<file path="config.mk">
export PLATFORM = sky130hd
export DESIGN_NAME = string_split_on_delimiter_top
export DESIGN_NICKNAME = d
export VERILOG_FILES = /design/src/design/ssplit_pkg.sv /design/src/design/string_split_on_delimiter_top.sv /design/src/design/ssplit_window.sv
export VERILOG_INCLUDE_DIRS = /design/src /design/src/design
export SDC_FILE = /design/constraint.sdc
export NUM_CORES = 1
export LEC_CHECK = 0
export ABC_AREA = 0
export ABC_CLOCK_PERIOD_IN_PS = 7900
export BUFFER_PORTS_ARGS = -buffer_cell sky130_fd_sc_hd__buf_2
export CAP_MARGIN = 20
export CORE_ASPECT_RATIO = 1.4
export CORE_UTILIZATION = 42
export CTS_CLUSTER_DIAMETER = 40
export DETAILED_ROUTE_END_ITERATION = 16
export GPL_TIMING_DRIVEN = 0
export SLEW_MARGIN = 20
export SYNTH_ARGS = -nofsm -noshare
export SYNTH_HDL_FRONTEND = slang
export SYNTH_SLANG_ARGS = --single-unit
</file>
<file path="constraint.sdc">
create_clock -name aclk -period 7.9 [get_ports aclk]
set_input_delay 1.185 -clock aclk [delete_from_list [all_inputs] [get_ports aclk]]
set_output_delay 1.185 -clock aclk [all_outputs]
set_load 0.01 [all_outputs]
</file>
<file path="src/design/string_split_on_delimiter_top_defines.svh">
// assertion macros shared by the string splitter rtl
`ifndef STRING_SPLIT_ON_DELIMITER_TOP_DEFINES_SVH
`define STRING_SPLIT_ON_DELIMITER_TOP_DEFINES_SVH
`ifndef SYNTHESIS
// same-cycle implication, checked out of reset
`define SSPLIT_ASSERT_SAME(label, clk, rst_n, ante, cons, msg) \
    label: assert property (@(posedge clk) disable iff (!rst_n) (ante) |-> (cons)) \
        else $error(msg);
// next-cycle implication, checked out of reset
`define SSPLIT_ASSERT_NEXT(label, clk, rst_n, ante, cons, msg) \
    label: assert property (@(posedge clk) disable iff (!rst_n) (ante) |=> (cons)) \
        else $error(msg);
`else
`define SSPLIT_ASSERT_SAME(label, clk, rst_n, ante, cons, msg)
`define SSPLIT_ASSERT_NEXT(label, clk, rst_n, ante, cons, msg)
`endif
`endif

</file>
<file path="src/design/ssplit_pkg.sv">
// types and constants of the string splitter
package ssplit_pkg;

    // fixed field widths
    localparam int DELIM_W   = 64;
    localparam int DLEN_W    = 4;
    localparam int OUT_W     = 16;
    localparam int CFG_IDX_W = 1;

    // configuration register indexes
    localparam logic [CFG_IDX_W-1:0] REG_DELIM_BYTES  = 1'b0;
    localparam logic [CFG_IDX_W-1:0] REG_DELIM_LENGTH = 1'b1;

    // window control from the segment logic
    typedef struct packed {
        logic       shift;
        logic       clear;
        logic [7:0] data;
    } win_ctrl_t;

endpackage

</file>
<file path="src/design/string_split_on_delimiter_top.sv">
// Streaming string splitter: one word in, zero or one segment descriptor out.
// Path: input register, window compare and position update, then result register.
// Throughput: 1 word per cycle unless the result register stalls.
// A stalled result register holds the input register, which holds s_ready low.
// Reset (synchronous, active low) clears the window, positions, registers and valids.
`include "string_split_on_delimiter_top_defines.svh"
module string_split_on_delimiter_top
    import ssplit_pkg::*;
#(
    parameter int MAX_DELIMITER = 8,
    parameter int POSITION_BITS = 16
) (
    input  logic                 aclk,
    input  logic                 aresetn,
    // configuration
    input  logic                 cfg_wr_en,
    input  logic [CFG_IDX_W-1:0] cfg_index,
    input  logic [DELIM_W-1:0]   cfg_wdata,
    // input words
    input  logic                 s_valid,
    output logic                 s_ready,
    input  logic [7:0]           s_data_byte,
    input  logic                 s_last_byte,
    input  logic                 s_empty_string,
    // segment descriptors
    output logic                 m_valid,
    input  logic                 m_ready,
    output logic [OUT_W-1:0]     m_segment_start,
    output logic [OUT_W-1:0]     m_segment_length,
    output logic                 m_last_segment
);

    localparam int LEN_W = $clog2(MAX_DELIMITER + 1);
    localparam int POS_W = POSITION_BITS;
    localparam logic [DLEN_W-1:0] MAX_LEN = DLEN_W'(MAX_DELIMITER);

    // configuration registers
    logic [DELIM_W-1:0] delim_bytes_reg;
    logic [DLEN_W-1:0]  delim_len_reg;

    // input register
    logic       in_valid_reg;
    logic [7:0] in_byte_reg;
    logic       in_last_reg;
    logic       in_empty_reg;

    // string state
    logic [POS_W-1:0] pos_reg, pos_next;
    logic [POS_W-1:0] seg_start_reg, seg_start_next;

    // result register
    logic             m_valid_reg, m_valid_next;
    logic [OUT_W-1:0] m_start_reg, m_start_next;
    logic [OUT_W-1:0] m_length_reg, m_length_next;
    logic             m_last_reg, m_last_next;

    logic             advance;
    logic             has_result;
    logic             take;
    logic             match;
    logic [DLEN_W-1:0] len_clamp;
    logic [LEN_W-1:0] eff_len;
    logic [POS_W-1:0] eff_len_pos;
    logic [POS_W-1:0] end_pos;
    logic [POS_W-1:0] res_start;
    logic [POS_W-1:0] res_len;
    logic [POS_W+OUT_W-1:0] start_wide;
    logic [POS_W+OUT_W-1:0] len_wide;
    win_ctrl_t        win_ctrl;

    // configuration writes
    always_ff @(posedge aclk) begin
        if (!aresetn) begin
            delim_bytes_reg <= '0;
            delim_len_reg   <= '0;
        end else if (cfg_wr_en) begin
            unique case (cfg_index)
                REG_DELIM_BYTES:  delim_bytes_reg <= cfg_wdata;
                REG_DELIM_LENGTH: delim_len_reg   <= cfg_wdata[DLEN_W-1:0];
            endcase
        end
    end

    // handshake: the input register moves on when the result register can take it
    assign advance = in_valid_reg && (!m_valid_reg || m_ready);
    assign s_ready = !in_valid_reg || advance;

    // input register
    always_ff @(posedge aclk) begin
        if (!aresetn) begin
            in_valid_reg <= 1'b0;
        end else if (s_ready) begin
            in_valid_reg <= s_valid;
        end
    end

    always_ff @(posedge aclk) begin
        if (s_ready && s_valid) begin
            in_byte_reg  <= s_data_byte;
            in_last_reg  <= s_last_byte;
            in_empty_reg <= s_empty_string;
        end
    end

    // effective delimiter length, clamped to the window depth
    assign len_clamp   = (delim_len_reg > MAX_LEN) ? MAX_LEN : delim_len_reg;
    assign eff_len     = len_clamp[LEN_W-1:0];
    assign eff_len_pos = POS_W'(eff_len);

    // window and compare
    assign win_ctrl.shift = advance && !in_empty_reg;
    assign win_ctrl.clear = advance && (in_last_reg || in_empty_reg);
    assign win_ctrl.data  = in_byte_reg;

    ssplit_window #(
        .MAX_DELIMITER (MAX_DELIMITER),
        .LEN_W         (LEN_W)
    ) u_window (
        .aclk        (aclk),
        .aresetn     (aresetn),
        .ctrl        (win_ctrl),
        .delim_bytes (delim_bytes_reg),
        .delim_len   (eff_len),
        .match       (match)
    );

    // segment decision for the word in the input register
    assign end_pos = (pos_reg != '1) ? pos_reg + POS_W'(1) : pos_reg;
    assign take    = (eff_len != '0) && (end_pos >= eff_len_pos)
                     && ((end_pos - eff_len_pos) >= seg_start_reg) && match;

    always_comb begin
        has_result     = 1'b0;
        res_start      = seg_start_reg;
        res_len        = '0;
        m_last_next    = 1'b1;
        pos_next       = pos_reg;
        seg_start_next = seg_start_reg;
        priority if (in_empty_reg) begin
            has_result     = 1'b1;
            res_start      = '0;
            pos_next       = '0;
            seg_start_next = '0;
        end else if (take) begin
            has_result  = 1'b1;
            res_len     = end_pos - eff_len_pos - seg_start_reg;
            m_last_next = in_last_reg;
            if (in_last_reg) begin
                pos_next       = '0;
                seg_start_next = '0;
            end else begin
                pos_next       = end_pos;
                seg_start_next = end_pos;
            end
        end else if (in_last_reg) begin
            has_result     = 1'b1;
            res_len        = end_pos - seg_start_reg;
            pos_next       = '0;
            seg_start_next = '0;
        end else begin
            pos_next = end_pos;
        end
    end

    // report positions in the low bits of the output fields
    assign start_wide    = {{OUT_W{1'b0}}, res_start};
    assign len_wide      = {{OUT_W{1'b0}}, res_len};
    assign m_start_next  = start_wide[OUT_W-1:0];
    assign m_length_next = len_wide[OUT_W-1:0];

    // string state registers
    always_ff @(posedge aclk) begin
        if (!aresetn) begin
            pos_reg       <= '0;
            seg_start_reg <= '0;
        end else if (advance) begin
            pos_reg       <= pos_next;
            seg_start_reg <= seg_start_next;
        end
    end

    // result register
    assign m_valid_next = (advance && has_result) ? 1'b1 : (m_valid_reg && !m_ready);

    always_ff @(posedge aclk) begin
        if (!aresetn) begin
            m_valid_reg <= 1'b0;
        end else begin
            m_valid_reg <= m_valid_next;
        end
    end

    always_ff @(posedge aclk) begin
        if (advance && has_result) begin
            m_start_reg  <= m_start_next;
            m_length_reg <= m_length_next;
            m_last_reg   <= m_last_next;
        end
    end

    assign m_valid          = m_valid_reg;
    assign m_segment_start  = m_start_reg;
    assign m_segment_length = m_length_reg;
    assign m_last_segment   = m_last_reg;

    // checks
    `SSPLIT_ASSERT_NEXT(a_end_clears, aclk, aresetn, advance && (in_last_reg || in_empty_reg), pos_reg == '0 && seg_start_reg == '0, "string end did not clear positions")
    `SSPLIT_ASSERT_SAME(a_seg_order, aclk, aresetn, 1'b1, seg_start_reg <= pos_reg, "open segment starts past current position")
    `SSPLIT_ASSERT_NEXT(a_result_load, aclk, aresetn, advance && has_result, m_valid_reg, "result not presented")
    `SSPLIT_ASSERT_SAME(a_end_result, aclk, aresetn, in_valid_reg && (in_last_reg || in_empty_reg), has_result, "string end without a segment")

endmodule

</file>
<file path="src/design/ssplit_window.sv">
// recent-byte window and parallel delimiter compare
module ssplit_window
    import ssplit_pkg::*;
#(
    parameter int MAX_DELIMITER = 8,
    parameter int LEN_W         = 4
) (
    input  logic               aclk,
    input  logic               aresetn,
    input  win_ctrl_t          ctrl,
    input  logic [DELIM_W-1:0] delim_bytes,
    input  logic [LEN_W-1:0]   delim_len,
    output logic               match
);

    logic [7:0]               win_reg [MAX_DELIMITER];
    logic [7:0]               win_next [MAX_DELIMITER];
    logic [MAX_DELIMITER-1:0] eq [MAX_DELIMITER];
    logic [MAX_DELIMITER-1:0] len_hit;

    // window as it stands once the new byte is shifted in
    for (genvar g = 0; g < MAX_DELIMITER; g++) begin : g_lane
        if (g == 0) begin : g_head
            assign win_next[g] = ctrl.data;
        end else begin : g_tail
            assign win_next[g] = win_reg[g-1];
        end
    end

    // per-length compare: length k+1 checks delimiter byte i against lane k-i
    for (genvar k = 0; k < MAX_DELIMITER; k++) begin : g_len
        for (genvar i = 0; i < MAX_DELIMITER; i++) begin : g_byte
            if (i <= k) begin : g_used
                assign eq[k][i] = (win_next[k-i] == delim_bytes[8*i +: 8]);
            end else begin : g_unused
                assign eq[k][i] = 1'b1;
            end
        end
        assign len_hit[k] = &eq[k];
    end

    // pick the compare for the active length
    always_comb begin
        match = 1'b0;
        for (int k = 0; k < MAX_DELIMITER; k++) begin
            if (delim_len == LEN_W'(k + 1)) begin
                match = len_hit[k];
            end
        end
    end

    // window register
    always_ff @(posedge aclk) begin
        if (!aresetn || ctrl.clear) begin
            for (int k = 0; k < MAX_DELIMITER; k++) begin
                win_reg[k] <= 8'h00;
            end
        end else if (ctrl.shift) begin
            win_reg <= win_next;
        end
    end

endmodule

</file>
# After elaboration in Yosys (flattened, before gate mapping)
# Cells that the tools add are included.
[totals]
out_inout_bits = 35
latch_bits = 0
reg_bits = 201
mem_bits_rw = 0
word_cells = 125
inputBits = 80
mem_count = 0
mem_bits_ro = 0
[op_classes]
shift = 0
n_mux = 21
n_bitwise = 2
n_reduce_logical = 31
n_mul = 0
n_div = 0
n_lt_le_gt_ge = 3
add_sub_neg = 4
eq_ne = 45
[op_table]
columns = ["cell", "count"]
rows = [
  ["8-bit equality test", 36],
  ["16-bit two-way mux", 8],
  ["16-bit subtractor", 2],
  ["16-bit by 1-bit adder with 16-bit output, second input constant", 1],
  ["4-bit by 3-bit equality test with 1-bit output, second input constant", 4],
  ["16-bit >= comparator", 1],
  ["16-bit by 4-bit >= comparator with 1-bit output", 1],
  ["16-bit inequality test, second input constant", 1],
  ["16-bit by 4-bit subtractor with 16-bit output", 1],
  ["1-bit two-way mux", 12],
  ["1-bit logical AND", 9],
  ["4-bit by 2-bit equality test with 1-bit output, second input constant", 2],
  ["2-bit AND reduction", 4],
  ["8-bit AND reduction", 1],
  ["7-bit AND reduction", 1],
  ["6-bit AND reduction", 1],
  ["1-bit logical NOT", 5],
  ["5-bit AND reduction", 1],
  ["4-bit by 1-bit equality test with 1-bit output, second input constant", 1],
  ["4-bit equality test, second input constant", 1],
  ["4-bit greater-than comparator, second input constant", 1],
  ["1-bit logical OR", 4],
  ["4-bit two-way mux", 1],
  ["4-bit AND reduction", 1],
  ["5 further kinds", 6],
]

# Longest topological paths before layout
[logic_depth]
depth_word = 16
mapped_depth = 26

# Hierarchy
# A second synthesis with hierarchy kept.
[unflattened]
hier_cells = 1545
hier_area_um2 = 13379.1
[by_module_without_submodules]
columns = ["module", "area_each_um2", "cells_per_inst", "n_inst", "seq_area_each_um2"]
rows = [
  ["string_split_on_delimiter_top", 7783.7, 881, 1, 3333.2],
  ["ssplit_window", 5595.4, 664, 1, 1121.1],
]

# Worst setup path after synthesis
# No wires, ideal clock.
[synth_timing]
path_kind = "reg2reg"
start = "reg pos_reg[0]"
end = "reg seg_start_reg[14]"
setup_ns = 0.110
setup_slack_ns = 1.719
period_less_slack_ns = 6.181
t_arrival_ns = 6.072
stages_incl_launch_ff = 25
path_buffers = 0
t_required_ns = 7.790
path_cell_list = "dfxtp_1 ha_1 nand4_2 or4_1 nand2_1 nand2_1 ha_1 a21o_1 a21o_1 inv_1 maj3_1 nor4b_1 nand4_1 nor2_1 xnor2_1 ha_1 a21oi_1 o21ai_0 a21o_1 a2111oi_0 a221o_1 nor2_1 nand3_1 nand2_1 o32ai_1"
[synth_between]
elab_chain_len = 8
elab_cells_between_ends = 14
cone_classes = "add/sub (2); order compare (2); eq/ne (1); mux (4); reduce/logical (5)"
[synth_lines]
columns = ["element", "line_no", "rtl"]
rows = [
  ["from (decl)", "string_split_on_delimiter_top.sv:48", "logic [POS_W-1:0] pos_reg, pos_next;"],
  ["from (signal assigned)", "string_split_on_delimiter_top.sv:177", "pos_reg <= pos_next;"],
  ["16-bit by 1-bit adder with 16-bit output / 16-bit inequality test (equally long branches)", "string_split_on_delimiter_top.sv:128", "assign end_pos = (pos_reg != '1) ? pos_reg + POS_W'(1) : pos_reg;"],
  ["16-bit two-way mux *", "string_split_on_delimiter_top.sv:128", ""],
  ["16-bit by 4-bit subtractor with 16-bit output / 16-bit by 4-bit >= comparator with 1-bit output (equally long branches)", "string_split_on_delimiter_top.sv:130, string_split_on_delimiter_top.sv:129", ""],
  ["16-bit >= comparator / 1-bit logical AND (equally long branches)", "string_split_on_delimiter_top.sv:130, string_split_on_delimiter_top.sv:129", ""],
  ["1-bit logical AND (2 in series)", "string_split_on_delimiter_top.sv:130", "&& ((end_pos - eff_len_pos) >= seg_start_reg) && match;"],
  ["3-bit nonzero test (no line) / 16-bit two-way mux (equally long branches)", "--", ""],
  ["2-bit AND reduction (no line) / 16-bit two-way mux (equally long branches)", "--", ""],
  ["to (signal assigned)", "string_split_on_delimiter_top.sv:178", "seg_start_reg <= seg_start_next;"],
  ["to (decl)", "string_split_on_delimiter_top.sv:49", "logic [POS_W-1:0] seg_start_reg, seg_start_next;"],
]
# Every way passes the cells marked *; elsewhere a longest branch is shown, timed or not.
# A chain may end at the register's enable or synchronous reset.

# Worst setup path after layout
[layout_timing]
start = "reg pos_reg[0]"
end = "reg m_length_reg[14], in the netlist m_segment_length[14] (data pin)"
[layout_between]
elab_chain_len = 7
elab_cells_between_ends = 13
cone_classes = "add/sub (4); order compare (2); eq/ne (1); mux (3); reduce/logical (3)"
[layout_lines]
columns = ["element", "line_no", "rtl"]
rows = [
  ["16-bit by 1-bit adder with 16-bit output / 16-bit inequality test (equally long branches)", "string_split_on_delimiter_top.sv:128", ""],
  ["16-bit two-way mux *", "string_split_on_delimiter_top.sv:128", ""],
  ["16-bit by 4-bit subtractor with 16-bit output / 16-bit by 4-bit >= comparator with 1-bit output (equally long branches)", "string_split_on_delimiter_top.sv:130, string_split_on_delimiter_top.sv:146, string_split_on_delimiter_top.sv:129", ""],
  ["16-bit >= comparator / 1-bit logical AND (equally long branches)", "string_split_on_delimiter_top.sv:130, string_split_on_delimiter_top.sv:129", ""],
  ["1-bit logical AND (2 in series)", "string_split_on_delimiter_top.sv:130", ""],
  ["16-bit two-way mux *", "string_split_on_delimiter_top.sv:144", "end else if (take) begin"],
  ["to (signal assigned)", "string_split_on_delimiter_top.sv:196", "m_length_reg <= m_length_next;"],
  ["to (decl)", "string_split_on_delimiter_top.sv:54", "logic [OUT_W-1:0] m_length_reg, m_length_next;"],
]
# Marks and branches as above.

==> metrics.json <==
{
  "outcome": "finished, final reports clean",
  "global_route_wire_length_before_repair_um": 72400,
  "worst-r2r-setup-slack_ns": 0.43,
  "ys_seq_area_share_pct": 34.5,
  "drc_errors": 0,
  "avgSynthCellArea_sq_um": 8.13,
  "clock-skew-final_ns": 0.0192,
  "antenna_violations_before_repair": 0,
  "post_route_cells_drive_above_1_share_pct": 10.5,
  "min-delay-path-class": "register to register",
  "post-synth-top-area-fraction_pct": 24.5,
  "antenna_violating_nets_post_route": 0,
  "clk_latency_ns": 0.57,
  "criticalPathCategory": "register to register",
  "first_global_vias": 11800,
  "timing.final.crit_share_pct": 94.6,
  "cts-hold-fix-buffers": 0,
  "synth-edff-count": 43,
  "wl_um": 48700,
  "synth_area_leader_cell": "dfxtp_1",
  "design.die.area_sq_um": 31500,
  "fmax_mhz": 134,
  "gr-usage-all-layers_pct": 31.4,
  "yosysMostFrequentCell": "nand2_1",
  "cts-htree-levels": 1,
  "drv_cap": 0,
  "worst_path_dominant_cell_family": "simple AND/OR/NAND/NOR gates",
  "synth_cell_types": 68,
  "cts_max_path_buffers": 3,
  "area_growth_pct": 15.0,
  "cp_cell_sequence": "ha_1, nand4_2, or4_1, nand2_1, nand2_1, ha_1, a21o_1, a21o_1, inv_1, maj3_1, nor4b_2, nand4_1, nor2_1, xnor2_1, ha_1, a21oi_1, o21ai_0, a21o_1, a2111oi_0, a221o_1, or3_1, nand3b_1, buf_2, o22ai_1",
  "clock_tree.root_cell": "clkbuf_16",
  "detailed_place_hpwl_um": 37600,
  "synth-warning-count": 0,
  "final-hold-violation-count": 0,
  "finalWeightedCongestion": 1.01,
  "io_buffers": 114,
  "worst_setup_path_end_kind": "register",
  "p_leak_uw": 0.00561,
  "timing.final.crit_period_ns": 7.47,
  "rows": 75,
  "timing.critical_path.from_type": "register",
  "cpPeakStageDelay_ns": 0.85,
  "floorplan.die.width_um": 150,
  "slew-limit-headroom_pct": 19.4,
  "timing.final.max_slew_violations": 0,
  "die_height_um": 210,
  "gr_overflow_total": 0,
  "drt-vias-per-instance": 5.55,
  "detail_route.wl_per_cell_um": 22.7,
  "placedCellCount": 2090,
  "largest_register_ffs": 64,
  "core_area_sq_um": 30100,
  "cts_tree": "yes",
  "slowest_cell_on_the_critical_path": "a2111oi_0",
  "antenna_cells": 0,
  "synth_ff_type": "dfxtp_1",
  "cts.repair_timing.setup_buffer_count": 0,
  "grt_start_max_net_pins": 36,
  "numClockSinks": 201,
  "cts-buffers-inserted": 28,
  "async_flop_share_pct": 0,
  "floorplan.io_pins": 115,
  "worst_ep_arrival_time_ns": 7.86,
  "ys_seq_elements": 201,
  "worst-path-buf-inv": 2,
  "report.final.setup_viol": 0,
  "power.density_cell_area_nw_per_um2": 184,
  "routed-via-count": 11900,
  "drt-initial-drc-count": 656,
  "worst_setup_hold_path_clk_slew_ns": 0.06,
  "tightestPinTransition_ns": 1.21,
  "number_of_instances_in_the_synthesized_netlist": 1591,
  "drt_pre_antenna_iters": 5,
  "crit_required_ns": 8.29,
  "finalNonFillerCells": 2141,
  "initial_utilization_pct": 42.9,
  "tns_ns": 0,
  "netlist_top_cells_count": "nand2_1 (274), xnor2_1 (208), a21oi_1 (163)",
  "critical_path_peak_fanout": 10,
  "irDropWorstVdd_mv": 0.165,
  "num-nets-final": 1852,
  "rsz0062_at_grt": "false",
  "syn-num-nets": 1708,
  "post_synth_instance_area_sq_um": 12900,
  "ys_top_cells_by_area": "dfxtp_1 (24%), xnor2_1 (14%), edfxtp_1 (10%)"
}
==> layer usage <==
layer,GRT usage [%],up-vias,routed length [um]
met1,31.1,5619,17200
met2,59.1,406,25700
met3,4.33,161,2190
li1,-,5699,-
met5,0,-,0
met4,21.9,0,3600
==> cell families (layout without fill, tap and decap cells) <==
kind of cell	after synthesis	count (layout)	synth area share (%)
xor gates and xnor gates	339	339	23.0
AOI/OAI and AO/OA	271	271	12.5
and+or+nand+nor	555	555	20.6
DFF	201	201	34.5
buffers and inverters	185	350	5.51
adders and majority gates	39	39	3.91
muxes	1	1	0.0871
==> area by class of cell <==
type / count / area, sq um
repair buffers: 114 / 571
multi-input cells: 1205 / 7770
plain buffers: 151 / 586
flip-flops and latches: 201 / 4450
clock buffers: 35 / 737
fillers: 2965 / 15300
inverters: 34 / 128
well taps: 385 / 482
clock inverters: 16 / 139
==> metrics by stage <==
step / instance area, sq um / total power, uW / util, % / setup WS [ns] / hold WS, ns
2_1_floorplan: 12900 / 1410 / - / 1.72 / 0.442
3_3_place_gp: 14000 / 1560 / 46.4 / -0.467 / 0.449
3_5_place_dp: 14000 / 1560 / 46.4 / -0.0406 / 0.457
4_1_cts: 14900 / 2750 / 49.3 / 0.277 / 0.464
5_1_grt: 14900 / 2830 / 49.4 / 0.0458 / 0.474
6_report: 14900 / 2730 / 49.4 / 0.428 / 0.464
==> where the power goes <==
group	internal [uW]	switching, uW
sequential	1070	17.6
combinational	169	288
clock	676	510
==> worst register-to-register path: cells and delay by family, from the launching register on <==
family / cells / cell delay, ns
buffers and inverters: 2 / 0.37
AND/OR/NAND/NOR: 9 / 2.85
flip-flops: 1 / 0.42
adder cells (fa/ha/maj): 4 / 1.11
XOR/XNOR: 1 / 0.14
AO/OA/AOI/OAI: 8 / 2.41
==> worst paths after layout <==
check	start	to	cells past startpoint
max	pos_reg[0]	m_segment_length[14]	24
min	seg_start_reg[8]	seg_start_reg[8]	2
max reg2reg	pos_reg[0]	m_segment_length[14]	24
min reg2reg	seg_start_reg[8]	seg_start_reg[8]	2
==> cell usage in the layout (no fill, tap or decap), types with 11 or more instances in the layout <==
cell type	instances
ha_1	34
nand4_1	56
buf_1	32
nand3_1	28
nand2_1	273
o21ai_0	15
a21oi_1	163
nor4_1	40
clkbuf_1	117
nor3_1	18
buf_2	118
nor2_1	69
a21o_1	14
o22ai_1	15
xnor2_1	208
xor2_1	131
edfxtp_1	43
inv_1	34
dfxtp_1	158
clkbuf_16	28
a22oi_1	11
==> timing repair <==
action / in CTS / in global routing
hold endpoints to repair: 0 / 0
resized for setup: 1 / 1
endpoints found under the setup margin: 2 / 35
pin swaps: 0 / 0
gates cloned: 0 / 0
Note: power is estimated with default switching activity, not from simulation.
